**config.mk**
```make
export PLATFORM = sky130hd
export DESIGN_NAME = json_string_unescaper_top
export DESIGN_NICKNAME = d
export VERILOG_FILES = /design/src/hw/rtl/jsu_pkg.sv /design/src/hw/rtl/jsu_front.sv /design/src/hw/rtl/jsu_fifo.sv /design/src/hw/rtl/jsu_back.sv /design/src/hw/rtl/json_string_unescaper_top.sv
export SDC_FILE = /design/constraint.sdc
export NUM_CORES = 1
export LEC_CHECK = 0
export BUFFER_PORTS_ARGS = -buffer_cell sky130_fd_sc_hd__buf_2
export CORE_MARGIN = 2
export CORE_UTILIZATION = 30
export CTS_CLUSTER_DIAMETER = 60
export DETAILED_ROUTE_END_ITERATION = 12
export GPL_TIMING_DRIVEN = 0
export PLACE_DENSITY_LB_ADDON = 0.05
export SLEW_MARGIN = 40
export SYNTH_ARGS = -nofsm -noshare
export SYNTH_HDL_FRONTEND = slang
export SYNTH_HIERARCHICAL = 1
export SYNTH_SLANG_ARGS = --single-unit
```
**constraint.sdc**
```tcl
create_clock -name clk -period 13.4 [get_ports clk]
set_input_delay 0.67 -clock clk [delete_from_list [all_inputs] [get_ports clk]]
set_output_delay 0.67 -clock clk [all_outputs]
set_load 0.02 [all_outputs]
```
**src/hw/rtl/jsu_pkg.sv**
```systemverilog
// Shared types and constants for the JSON string unescaper.
// Used by the front parser, the job queue, the back emitter and the top level.
`timescale 1ns / 1ps

package jsu_pkg;

  // Parser phase of the front end
  typedef enum logic [2:0] {
    PH_AWAIT = 3'd0,
    PH_BODY  = 3'd1,
    PH_ESC   = 3'd2,
    PH_HEX1  = 3'd3,
    PH_LOWBS = 3'd4,
    PH_LOWU  = 3'd5,
    PH_HEX2  = 3'd6,
    PH_DRAIN = 3'd7
  } phase_t;

  // Final status codes of a string
  typedef enum logic [2:0] {
    ST_OK       = 3'd0,
    ST_QUOTE    = 3'd1,
    ST_CTRL     = 3'd2,
    ST_BADESC   = 3'd3,
    ST_BADUNI   = 3'd4,
    ST_UNPAIRED = 3'd5,
    ST_INVALID  = 3'd6,
    ST_UNTERM   = 3'd7
  } status_t;

  localparam int unsigned MAX_BYTES = 4;

  // Work for the back end caused by one input beat: up to four data
  // bytes, then an optional status result
  typedef struct packed {
    logic [2:0]                 nb;
    logic [MAX_BYTES-1:0][7:0]  bytes;
    logic                       st_vld;
    status_t                    code;
  } job_t;

  localparam logic [7:0] CH_QUOTE = 8'h22;
  localparam logic [7:0] CH_BSL   = 8'h5c;
  localparam logic [7:0] CH_U     = 8'h75;

endpackage

```
**src/hw/rtl/jsu_front.sv**
```systemverilog
// Front end of the JSON string unescaper: parses input bytes, tracks UTF-8
// validity and turns each accepted beat into one job. Depends on jsu_pkg.
`timescale 1ns / 1ps

module jsu_front (
  input  logic          clk,
  input  logic          rst_n,
  input  logic          in_fire,
  input  logic [7:0]    in_byte,
  input  logic          in_eoi,
  output jsu_pkg::job_t job
);
  import jsu_pkg::*;

  phase_t      phase_r, phase_nxt;
  logic [1:0]  cnt_r, cnt_nxt;
  logic [11:0] acc_r, acc_nxt;
  logic [9:0]  hs_r, hs_nxt;
  logic        pend_r, pend_nxt;
  logic [1:0]  rem_r, rem_nxt;
  logic [1:0]  len_r, len_nxt;
  logic [20:0] cp_r, cp_nxt;
  logic        fault_r, fault_nxt;

  logic        hv_ok;
  logic [3:0]  hv;
  logic        esc_ok;
  logic [7:0]  esc_byte;
  logic [15:0] acc_new;
  logic        hi_sur, lo_sur;
  logic [20:0] cp_pair;
  logic [20:0] cp_chk;
  job_t        enc_bmp, enc_pair;

  // Encode one code point as UTF-8 bytes
  function automatic job_t enc(input logic [20:0] c);
    job_t j;
    j = '0;
    if (c <= 21'h7f) begin
      j.nb = 3'd1;
      j.bytes[0] = c[7:0];
    end else if (c <= 21'h7ff) begin
      j.nb = 3'd2;
      j.bytes[0] = {3'b110, c[10:6]};
      j.bytes[1] = {2'b10, c[5:0]};
    end else if (c <= 21'hffff) begin
      j.nb = 3'd3;
      j.bytes[0] = {4'b1110, c[15:12]};
      j.bytes[1] = {2'b10, c[11:6]};
      j.bytes[2] = {2'b10, c[5:0]};
    end else begin
      j.nb = 3'd4;
      j.bytes[0] = {5'b11110, c[20:18]};
      j.bytes[1] = {2'b10, c[17:12]};
      j.bytes[2] = {2'b10, c[11:6]};
      j.bytes[3] = {2'b10, c[5:0]};
    end
    return j;
  endfunction

  // Decode a hex digit; a bad digit reads as zero
  always_comb begin
    hv_ok = 1'b0;
    hv    = 4'd0;
    if (in_byte >= 8'h30 && in_byte <= 8'h39) begin
      hv_ok = 1'b1;
      hv    = in_byte[3:0];
    end else if ((in_byte >= 8'h61 && in_byte <= 8'h66) ||
                 (in_byte >= 8'h41 && in_byte <= 8'h46)) begin
      hv_ok = 1'b1;
      hv    = in_byte[3:0] + 4'd9;
    end
  end

  // Map simple escape letters
  always_comb begin
    esc_ok   = 1'b1;
    esc_byte = in_byte;
    unique case (in_byte)
      8'h22, 8'h5c, 8'h2f: esc_byte = in_byte;
      8'h62: esc_byte = 8'h08;
      8'h66: esc_byte = 8'h0c;
      8'h6e: esc_byte = 8'h0a;
      8'h72: esc_byte = 8'h0d;
      8'h74: esc_byte = 8'h09;
      default: esc_ok = 1'b0;
    endcase
  end

  assign acc_new  = {acc_r, hv};
  assign hi_sur   = (acc_new[15:10] == 6'b110110);
  assign lo_sur   = (acc_new[15:10] == 6'b110111);
  assign cp_pair  = 21'h10000 + {1'b0, hs_r, acc_new[9:0]};
  assign enc_bmp  = enc({5'd0, acc_new});
  assign enc_pair = enc(cp_pair);

  // Output decode: the job this beat causes
  always_comb begin
    job = '0;
    unique case (phase_r)
      PH_AWAIT: begin
        if (in_byte != CH_QUOTE) begin
          job.st_vld = 1'b1; job.code = ST_QUOTE;
        end else if (in_eoi) begin
          job.st_vld = 1'b1; job.code = ST_UNTERM;
        end
      end
      PH_BODY: begin
        if (in_byte == CH_QUOTE) begin
          job.st_vld = 1'b1;
          job.code   = (fault_r || rem_r != 2'd0) ? ST_INVALID : ST_OK;
        end else if (in_byte < 8'h20) begin
          job.st_vld = 1'b1; job.code = ST_CTRL;
        end else if (in_byte == CH_BSL) begin
          if (in_eoi) begin
            job.st_vld = 1'b1; job.code = ST_BADESC;
          end
        end else begin
          job.nb = 3'd1;
          job.bytes[0] = in_byte;
          if (in_eoi) begin
            job.st_vld = 1'b1; job.code = ST_UNTERM;
          end
        end
      end
      PH_ESC: begin
        if (esc_ok) begin
          job.nb = 3'd1;
          job.bytes[0] = esc_byte;
          if (in_eoi) begin
            job.st_vld = 1'b1; job.code = ST_UNTERM;
          end
        end else if (in_byte == CH_U) begin
          if (in_eoi) begin
            job.st_vld = 1'b1; job.code = ST_BADUNI;
          end
        end else begin
          job.st_vld = 1'b1; job.code = ST_BADESC;
        end
      end
      PH_HEX1: begin
        if (!hv_ok) begin
          job.st_vld = 1'b1; job.code = ST_BADUNI;
        end else if (cnt_r != 2'd3) begin
          if (in_eoi) begin
            job.st_vld = 1'b1; job.code = ST_BADUNI;
          end
        end else if (hi_sur) begin
          if (in_eoi) begin
            job.st_vld = 1'b1; job.code = ST_UNPAIRED;
          end
        end else if (lo_sur) begin
          job.st_vld = 1'b1; job.code = ST_UNPAIRED;
        end else begin
          job.nb    = enc_bmp.nb;
          job.bytes = enc_bmp.bytes;
          if (in_eoi) begin
            job.st_vld = 1'b1; job.code = ST_UNTERM;
          end
        end
      end
      PH_LOWBS: begin
        if (in_byte != CH_BSL || in_eoi) begin
          job.st_vld = 1'b1; job.code = ST_UNPAIRED;
        end
      end
      PH_LOWU: begin
        if (in_byte != CH_U || in_eoi) begin
          job.st_vld = 1'b1; job.code = ST_UNPAIRED;
        end
      end
      PH_HEX2: begin
        if (cnt_r != 2'd3) begin
          if (in_eoi) begin
            job.st_vld = 1'b1; job.code = ST_UNPAIRED;
          end
        end else if (pend_r || !hv_ok) begin
          job.st_vld = 1'b1; job.code = ST_BADUNI;
        end else if (!lo_sur) begin
          job.st_vld = 1'b1; job.code = ST_UNPAIRED;
        end else begin
          job.nb    = enc_pair.nb;
          job.bytes = enc_pair.bytes;
          if (in_eoi) begin
            job.st_vld = 1'b1; job.code = ST_UNTERM;
          end
        end
      end
      PH_DRAIN: begin
        job = '0;
      end
      default: job = '0;
    endcase
  end

  // Next state of the parser and the UTF-8 checker
  always_comb begin
    phase_nxt = phase_r;
    cnt_nxt   = cnt_r;
    acc_nxt   = acc_r;
    hs_nxt    = hs_r;
    pend_nxt  = pend_r;
    rem_nxt   = rem_r;
    len_nxt   = len_r;
    cp_nxt    = cp_r;
    fault_nxt = fault_r;
    cp_chk    = {cp_r[14:0], in_byte[5:0]};

    unique case (phase_r)
      PH_AWAIT: begin
        if (in_byte == CH_QUOTE) begin
          cnt_nxt = '0; acc_nxt = '0; hs_nxt = '0; pend_nxt = 1'b0;
          rem_nxt = '0; len_nxt = '0; cp_nxt = '0; fault_nxt = 1'b0;
          phase_nxt = PH_BODY;
        end
      end
      PH_BODY: begin
        if (in_byte == CH_BSL && !in_eoi) phase_nxt = PH_ESC;
      end
      PH_ESC: begin
        if (esc_ok) begin
          phase_nxt = PH_BODY;
        end else if (in_byte == CH_U) begin
          cnt_nxt = '0; acc_nxt = '0;
          phase_nxt = PH_HEX1;
        end
      end
      PH_HEX1: begin
        if (hv_ok) begin
          acc_nxt = acc_new[11:0];
          cnt_nxt = cnt_r + 2'd1;
          if (cnt_r == 2'd3) begin
            if (hi_sur) begin
              hs_nxt    = acc_new[9:0];
              phase_nxt = PH_LOWBS;
            end else begin
              phase_nxt = PH_BODY;
            end
          end
        end
      end
      PH_LOWBS: phase_nxt = PH_LOWU;
      PH_LOWU: begin
        cnt_nxt = '0; acc_nxt = '0; pend_nxt = 1'b0;
        phase_nxt = PH_HEX2;
      end
      PH_HEX2: begin
        pend_nxt = pend_r | ~hv_ok;
        acc_nxt  = acc_new[11:0];
        cnt_nxt  = cnt_r + 2'd1;
        if (cnt_r == 2'd3) phase_nxt = PH_BODY;
      end
      PH_DRAIN: begin
        if (in_eoi) begin
          cnt_nxt = '0; acc_nxt = '0; hs_nxt = '0; pend_nxt = 1'b0;
          rem_nxt = '0; len_nxt = '0; cp_nxt = '0; fault_nxt = 1'b0;
          phase_nxt = PH_AWAIT;
        end
      end
      default: phase_nxt = PH_DRAIN;
    endcase

    // Check emitted bytes: a raw byte steps the checker, an escape is
    // already well formed and only faults inside an open sequence
    if (job.nb != 3'd0 && !fault_r) begin
      if (phase_r == PH_BODY) begin
        if (rem_r == 2'd0) begin
          if (in_byte[7] == 1'b0) begin
            fault_nxt = 1'b0;
          end else if (in_byte[7:5] == 3'b110) begin
            cp_nxt = {16'd0, in_byte[4:0]};
            if (in_byte[4:0] == 5'd0) begin
              fault_nxt = 1'b1;
            end else begin
              len_nxt = 2'd1; rem_nxt = 2'd1;
            end
          end else if (in_byte[7:4] == 4'b1110) begin
            cp_nxt = {17'd0, in_byte[3:0]}; len_nxt = 2'd2; rem_nxt = 2'd2;
          end else if (in_byte[7:3] == 5'b11110) begin
            cp_nxt = {18'd0, in_byte[2:0]}; len_nxt = 2'd3; rem_nxt = 2'd3;
          end else begin
            fault_nxt = 1'b1;
          end
        end else if (in_byte[7:6] != 2'b10) begin
          fault_nxt = 1'b1;
        end else begin
          cp_nxt  = cp_chk;
          rem_nxt = rem_r - 2'd1;
          if (rem_r == 2'd1) begin
            if ((len_r == 2'd1 && cp_chk < 21'h80) ||
                (len_r == 2'd2 && cp_chk < 21'h800) ||
                (len_r == 2'd3 && cp_chk < 21'h10000) ||
                cp_chk > 21'h10ffff ||
                (cp_chk >= 21'hd800 && cp_chk <= 21'hdfff))
              fault_nxt = 1'b1;
          end
        end
      end else if (rem_r != 2'd0) begin
        fault_nxt = 1'b1;
      end
    end

    // A status ends the string: clear on end of input, else drain
    if (job.st_vld) begin
      if (in_eoi) begin
        cnt_nxt = '0; acc_nxt = '0; hs_nxt = '0; pend_nxt = 1'b0;
        rem_nxt = '0; len_nxt = '0; cp_nxt = '0; fault_nxt = 1'b0;
        phase_nxt = PH_AWAIT;
      end else begin
        phase_nxt = PH_DRAIN;
      end
    end
  end

  // Advance state on each accepted beat
  always_ff @(posedge clk) begin
    if (!rst_n) begin
      phase_r <= PH_AWAIT;
      cnt_r   <= '0;
      acc_r   <= '0;
      hs_r    <= '0;
      pend_r  <= 1'b0;
      rem_r   <= '0;
      len_r   <= '0;
      cp_r    <= '0;
      fault_r <= 1'b0;
    end else if (in_fire) begin
      phase_r <= phase_nxt;
      cnt_r   <= cnt_nxt;
      acc_r   <= acc_nxt;
      hs_r    <= hs_nxt;
      pend_r  <= pend_nxt;
      rem_r   <= rem_nxt;
      len_r   <= len_nxt;
      cp_r    <= cp_nxt;
      fault_r <= fault_nxt;
    end
  end

endmodule

```
**src/hw/rtl/jsu_fifo.sv**
```systemverilog
// Short job queue between the front parser and the back emitter.
// Depends on jsu_pkg for the job type.
`timescale 1ns / 1ps

module jsu_fifo #(
  parameter int unsigned DEPTH = 4
) (
  input  logic          clk,
  input  logic          rst_n,
  input  logic          push,
  input  jsu_pkg::job_t wdata,
  input  logic          pop,
  output jsu_pkg::job_t rdata,
  output logic          full,
  output logic          empty
);
  import jsu_pkg::*;

  localparam int unsigned AW = (DEPTH > 1) ? $clog2(DEPTH) : 1;
  localparam int unsigned CW = $clog2(DEPTH + 1);

  job_t          mem [DEPTH];
  logic [AW-1:0] wp_r, rp_r;
  logic [CW-1:0] cnt_r;

  assign full  = (cnt_r == CW'(DEPTH));
  assign empty = (cnt_r == '0);
  assign rdata = mem[rp_r];

  // Store pushed jobs
  always_ff @(posedge clk) begin
    if (push) mem[wp_r] <= wdata;
  end

  // Advance pointers and occupancy
  always_ff @(posedge clk) begin
    if (!rst_n) begin
      wp_r  <= '0;
      rp_r  <= '0;
      cnt_r <= '0;
    end else begin
      if (push) wp_r <= (wp_r == AW'(DEPTH - 1)) ? '0 : wp_r + AW'(1);
      if (pop)  rp_r <= (rp_r == AW'(DEPTH - 1)) ? '0 : rp_r + AW'(1);
      if (push && !pop)      cnt_r <= cnt_r + CW'(1);
      else if (pop && !push) cnt_r <= cnt_r - CW'(1);
    end
  end

endmodule

```
**src/hw/rtl/jsu_back.sv**
```systemverilog
// Back end of the JSON string unescaper: expands each job into result beats,
// one per cycle unless stalled, through an output register. Depends on jsu_pkg.
`timescale 1ns / 1ps

module jsu_back (
  input  logic             clk,
  input  logic             rst_n,
  input  jsu_pkg::job_t    head,
  input  logic             head_vld,
  output logic             pop,
  output logic             out_tvalid,
  input  logic             out_tready,
  output logic [7:0]       out_byte,
  output logic             out_is_status,
  output jsu_pkg::status_t out_status,
  output logic             out_last
);
  import jsu_pkg::*;

  logic       vld_r;
  logic [7:0] byte_r;
  logic       sts_r;
  status_t    code_r;
  logic       last_r;
  logic [2:0] idx_r;

  logic [2:0] total;
  logic       load;
  logic       is_data;
  logic       beat_last;

  assign total     = head.nb + {2'd0, head.st_vld};
  assign load      = head_vld && (!vld_r || out_tready);
  assign is_data   = (idx_r < head.nb);
  assign beat_last = (idx_r == total - 3'd1);
  assign pop       = load && beat_last;

  assign out_tvalid    = vld_r;
  assign out_byte      = byte_r;
  assign out_is_status = sts_r;
  assign out_status    = code_r;
  assign out_last      = last_r;

  // Hold the output beat until taken; load the next one from the head job
  always_ff @(posedge clk) begin
    if (!rst_n) begin
      vld_r <= 1'b0;
      idx_r <= '0;
    end else if (load) begin
      vld_r <= 1'b1;
      idx_r <= beat_last ? 3'd0 : idx_r + 3'd1;
    end else if (out_tready) begin
      vld_r <= 1'b0;
    end
  end

  // Output payload
  always_ff @(posedge clk) begin
    if (load) begin
      byte_r <= is_data ? head.bytes[idx_r[1:0]] : 8'd0;
      sts_r  <= ~is_data;
      code_r <= is_data ? ST_OK : head.code;
      last_r <= beat_last;
    end
  end

endmodule

```
**src/hw/rtl/json_string_unescaper_top.sv**
```systemverilog
// Top level of the JSON string unescaper: front parser, job queue and back
// emitter. Depends on jsu_pkg, jsu_front, jsu_fifo and jsu_back.
`timescale 1ns / 1ps

// The block takes one input byte per cycle while the job queue has room.
// Each accepted beat becomes one job of zero to five result beats (up to
// four UTF-8 bytes from an escape, then a final status); the back end sends
// one result beat per cycle while out_tready is high, so a \u escape that
// encodes to several bytes makes a burst of beats; the FIFO_DEPTH-entry queue
// absorbs such bursts before input backpressure sets in. A result is stored
// in the job queue, then in the back end's output register. Results with
// is_status set end a string; bytes before an error status are provisional,
// and input is dropped up to and including the next beat with tlast set.
module json_string_unescaper_top #(
  parameter int unsigned FIFO_DEPTH = 4
) (
  input  logic        clk,
  input  logic        rst_n,
  input  logic        in_tvalid,
  output logic        in_tready,
  input  logic [7:0]  in_tdata,   // [7:0] in_byte
  input  logic        in_tlast,   // end_of_input
  output logic        out_tvalid,
  input  logic        out_tready,
  output logic [15:0] out_tdata,  // [7:0] out_byte, [10:8] status, [15:11] zero
  output logic        out_tuser,  // is_status
  output logic        out_tlast   // last
);
  import jsu_pkg::*;

  job_t    fjob, hjob;
  logic    in_fire, push, pop, full, empty;
  logic [7:0] obyte;
  status_t    ocode;

  assign in_tready = ~full;
  assign in_fire   = in_tvalid && in_tready;
  assign push      = in_fire && (fjob.nb != 3'd0 || fjob.st_vld);

  jsu_front u_front (
    .clk     (clk),
    .rst_n   (rst_n),
    .in_fire (in_fire),
    .in_byte (in_tdata),
    .in_eoi  (in_tlast),
    .job     (fjob)
  );

  jsu_fifo #(.DEPTH(FIFO_DEPTH)) u_fifo (
    .clk   (clk),
    .rst_n (rst_n),
    .push  (push),
    .wdata (fjob),
    .pop   (pop),
    .rdata (hjob),
    .full  (full),
    .empty (empty)
  );

  jsu_back u_back (
    .clk           (clk),
    .rst_n         (rst_n),
    .head          (hjob),
    .head_vld      (~empty),
    .pop           (pop),
    .out_tvalid    (out_tvalid),
    .out_tready    (out_tready),
    .out_byte      (obyte),
    .out_is_status (out_tuser),
    .out_status    (ocode),
    .out_last      (out_tlast)
  );

  // Pack the result beat
  assign out_tdata = {5'd0, ocode, obyte};

endmodule
```
==> impl_metrics.tcl <==
set metrics [dict create \
    rows 72 \
    insertion_delay_ns 0.58 \
    hold_class "input pin to flop" \
    num_vias 8144 \
    powerDensity_nw_per_um2 178 \
    clk_pin_slew_ns 0.06 \
    initial_core_util 0.303 \
    rsz0062_at_grt "false" \
    final_nets 1030 \
    fin_setup_tns_ns 0 \
    ant_nets 0 \
    n_antenna_cell 0 \
    grt_pass1_wl_microns 52700 \
    synth_top_area_frac 0.434 \
    cts_buffers 30 \
    syn-cell-area_sq_um 11700 \
    max_freq_mhz 183 \
    ctsResizeCount 0 \
    maxCapViolCount 0 \
    power.share.sequential 0.376 \
    crit_fanout 10 \
    dr.pass1.iters 5 \
    switching_share 0.294 \
    yosysSeqAreaShare 0.539 \
    synth_common_cells "169 x edfxtp_1, 61 x dfxtp_1, 47 x mux4_2, 46 x nor2_1, 43 x nand2_1" \
    start_kind "input pin" \
    p_total_mw 2.45 \
    skew_ns 0.0160 \
    grt_start_max_net_pins 33 \
    ctsHoldBuffers 0 \
    fill_cells 3871 \
    wl_per_cell_microns 22.4 \
    power.internal_mw 1.73 \
    die-height_microns 201 \
    grt_pass1_vias 8254 \
    synth_edf_count 169 \
    place_inst 1482 \
    critPathLaunch "in_tdata[0]" \
    switchingPower_mw 0.719 \
    synth_area_leader_cell "edfxtp_1" \
    instances_no_fill 1537 \
    worst-setup-path-type "input pin to flop" \
    crit_path_end_kind "flop" \
    r2r_cells 17 \
    antenna_found_initial 0 \
    cp.required_ns 13.89 \
    syn2layout_area_growth_pct 17.5 \
    post_drt_via_cell_ratio 5.30 \
    timing.final.setup_violations 0 \
    layout-drive-gt1-share 0.211 \
    slew_viol_final 0 \
    arrival_ns 5.97 \
    p_clk_frac 0.365 \
    die_area_sq_um 40600 \
    pre_cts_ws_ns 7.35 \
    slew-limit-headroom 0.419 \
    combPwrFrac 0.259 \
    rrSetupSlack_ns 8.28 \
    period_needed_ns 5.48 \
    h-tree-depth 1 \
    async_flop_share 0 \
    synthTopCellsByArea "edfxtp_1 43%, dfxtp_1 10%, mux4_2 9.1%" \
    synth_most_common_cell "edfxtp_1" \
    grt-ovfl-total 0 \
    synthFlopType "edfxtp_1" \
    clock_sinks 230 \
    root_buffer "clkbuf_16" \
    post-route-period-util 0.409 \
    tightest_slew_ns 0.860 \
    ys_ff_latch 230 \
    synth.avg_cell_area_sq_um 12.6 \
    layout_setup_ws_ns 7.92 \
    grt_usage 0.170 \
    routed_wl_microns 34400 \
    drt_iter0_drc 471 \
    drc 0 \
    cts_buffer_depth 3 \
    core_sq_um 38600 \
    cts_tree "done" \
    finalWeightedCongestion 0.829 \
    synthDistinctLibCells 90 \
    hold_viol 0 \
    syn_inst 928 \
    outcome "finished clean" \
    worstSetupEndpoint "u_fifo/cnt_r[2]$_SDFFE_PN0P_" \
    cts_setup_buffers 0 \
    dieWidth_microns 201 \
    p_leak_nw 4.77 \
    ys_warn_count 6 \
    dpl.hpwl_microns 24100 \
    worst_r2r_endpoint "u_fifo/cnt_r[2]$_SDFFE_PN0P_" \
    io_buffers 26 \
    vdd_ir_drop_max_uv 82.2 \
    io_pins 33 \
    r2r-start "u_front/acc_r[2]$_SDFFE_PN0P_" \
]
## power by group through the flow
stage	clock [mW]	combinational (mW)	sequential, mW
global route	0.951	0.696	0.930
global placement	0	0.637	0.941
floorplan	0	0.421	0.958
finish	0.894	0.633	0.920
detailed placement	0	0.650	0.936
CTS	0.924	0.652	0.922
## worst max-delay path: stages
cell and delay [ns]:
buf_2 0.21, inv_1 0.15, ha_1 0.33, or3b_1 0.40, a211oi_2 0.33, o22ai_2 0.24, or4b_1 0.54, buf_2 0.19
nand2_1 0.18, buf_2 0.29, a21oi_1 0.14, o221ai_1 0.57, o41a_1 0.44, ha_1 0.24, inv_1 0.06, fa_1 0.37
xor2_1 0.16, or3_1 0.30, a21boi_0 0.16
## per-stage QoR
step / hold WS (ns) / utilization / cell area (sq um)
after detailed placement: 0.455 / 0.327 / 12600
after CTS: 0.376 / 0.355 / 13700
after global placement: 0.458 / 0.324 / 12500
after global routing: 0.414 / 0.356 / 13700
final: 0.417 / 0.356 / 13700
after floorplan: 0.440 / - / 11700
## final cells by class
cell class / instances / area [sq um] / area share
clock inverters: 15 / 309 / 0.0225
flip-flops and latches: 230 / 6300 / 0.459
inverters: 31 / 116 / 0.00848
clock buffers: 40 / 798 / 0.0581
repair buffers: 30 / 210 / 0.0153
multi-input cells: 613 / 5000 / 0.364
well taps: 518 / 648 / 0.0472
plain buffers: 60 / 355 / 0.0259
## logic make-up (layout without fill, tap and decap cells)
logic type,Yosys count,count (layout),synth area share
multiplexers,59,59,0.102
AND/OR/NAND/NOR,286,286,0.143
other,2,8,0.000643
buffers and inverters,91,176,0.0402
XOR/XNOR,9,9,0.00739
adder cells (fa/ha/maj),21,21,0.0231
flip-flops,230,230,0.539
AO/OA/AOI/OAI,230,230,0.145
## worst min path at each step
| stage | depth (start not counted) | to | slack (ns) | start |
|---|---|---|---|---|
| 2_1_floorplan | 1 | u_front/cp_r[13]$_SDFFE_PN0P_ | 0.44 | u_front/cp_r[13]$_SDFFE_PN0P_ |
| 3_3_place_gp | 1 | u_front/cp_r[13]$_SDFFE_PN0P_ | 0.46 | u_front/cp_r[13]$_SDFFE_PN0P_ |
| 3_5_place_dp | 1 | u_front/cp_r[13]$_SDFFE_PN0P_ | 0.45 | u_front/cp_r[13]$_SDFFE_PN0P_ |
| 4_1_cts | 3 | u_back/out_tvalid$_SDFFE_PN0P_ | 0.38 | out_tready |
| 5_1_grt | 3 | u_back/out_tvalid$_SDFFE_PN0P_ | 0.41 | out_tready |
| 6_report | 3 | u_back/out_tvalid$_SDFFE_PN0P_ | 0.42 | out_tready |
## registers in the layout (all words and copies together) (netlist names), 3 cells and up, named ones only
name / flops
u_back/out_byte: 8
u_back/out_status: 3
u_back/idx_r: 3
u_fifo/cnt_r: 3
u_front/acc_r: 12
u_front/phase_r: 3
u_fifo/mem: 156
u_front/hs_r: 10
u_front/cp_r: 15
## cell usage in the layout, fill, tap and decap left out, drive strengths merged, types with 13 or more instances in the layout
| cell | count |
|---|---|
| ha | 20 |
| edfxtp | 169 |
| o21ai | 41 |
| nor2b | 25 |
| nor3 | 29 |
| o31ai | 15 |
| nand4 | 18 |
| nand2b | 13 |
| dfxtp | 61 |
| nand3 | 24 |
| nand2 | 43 |
| inv | 35 |
| a21oi | 36 |
| nor4 | 13 |
| buf | 71 |
| a22o | 36 |
| nor2 | 46 |
| and2 | 15 |
| clkbuf | 59 |
| mux4 | 47 |
## per-layer routing
metal | wire length (microns) | track usage
met5 | 0 | 0
met4 | 709 | 0.0512
met2 | 16100 | 0.275
met3 | 1380 | 0.0277
met1 | 16200 | 0.235
Note: power is estimated with default switching activity, not from simulation.
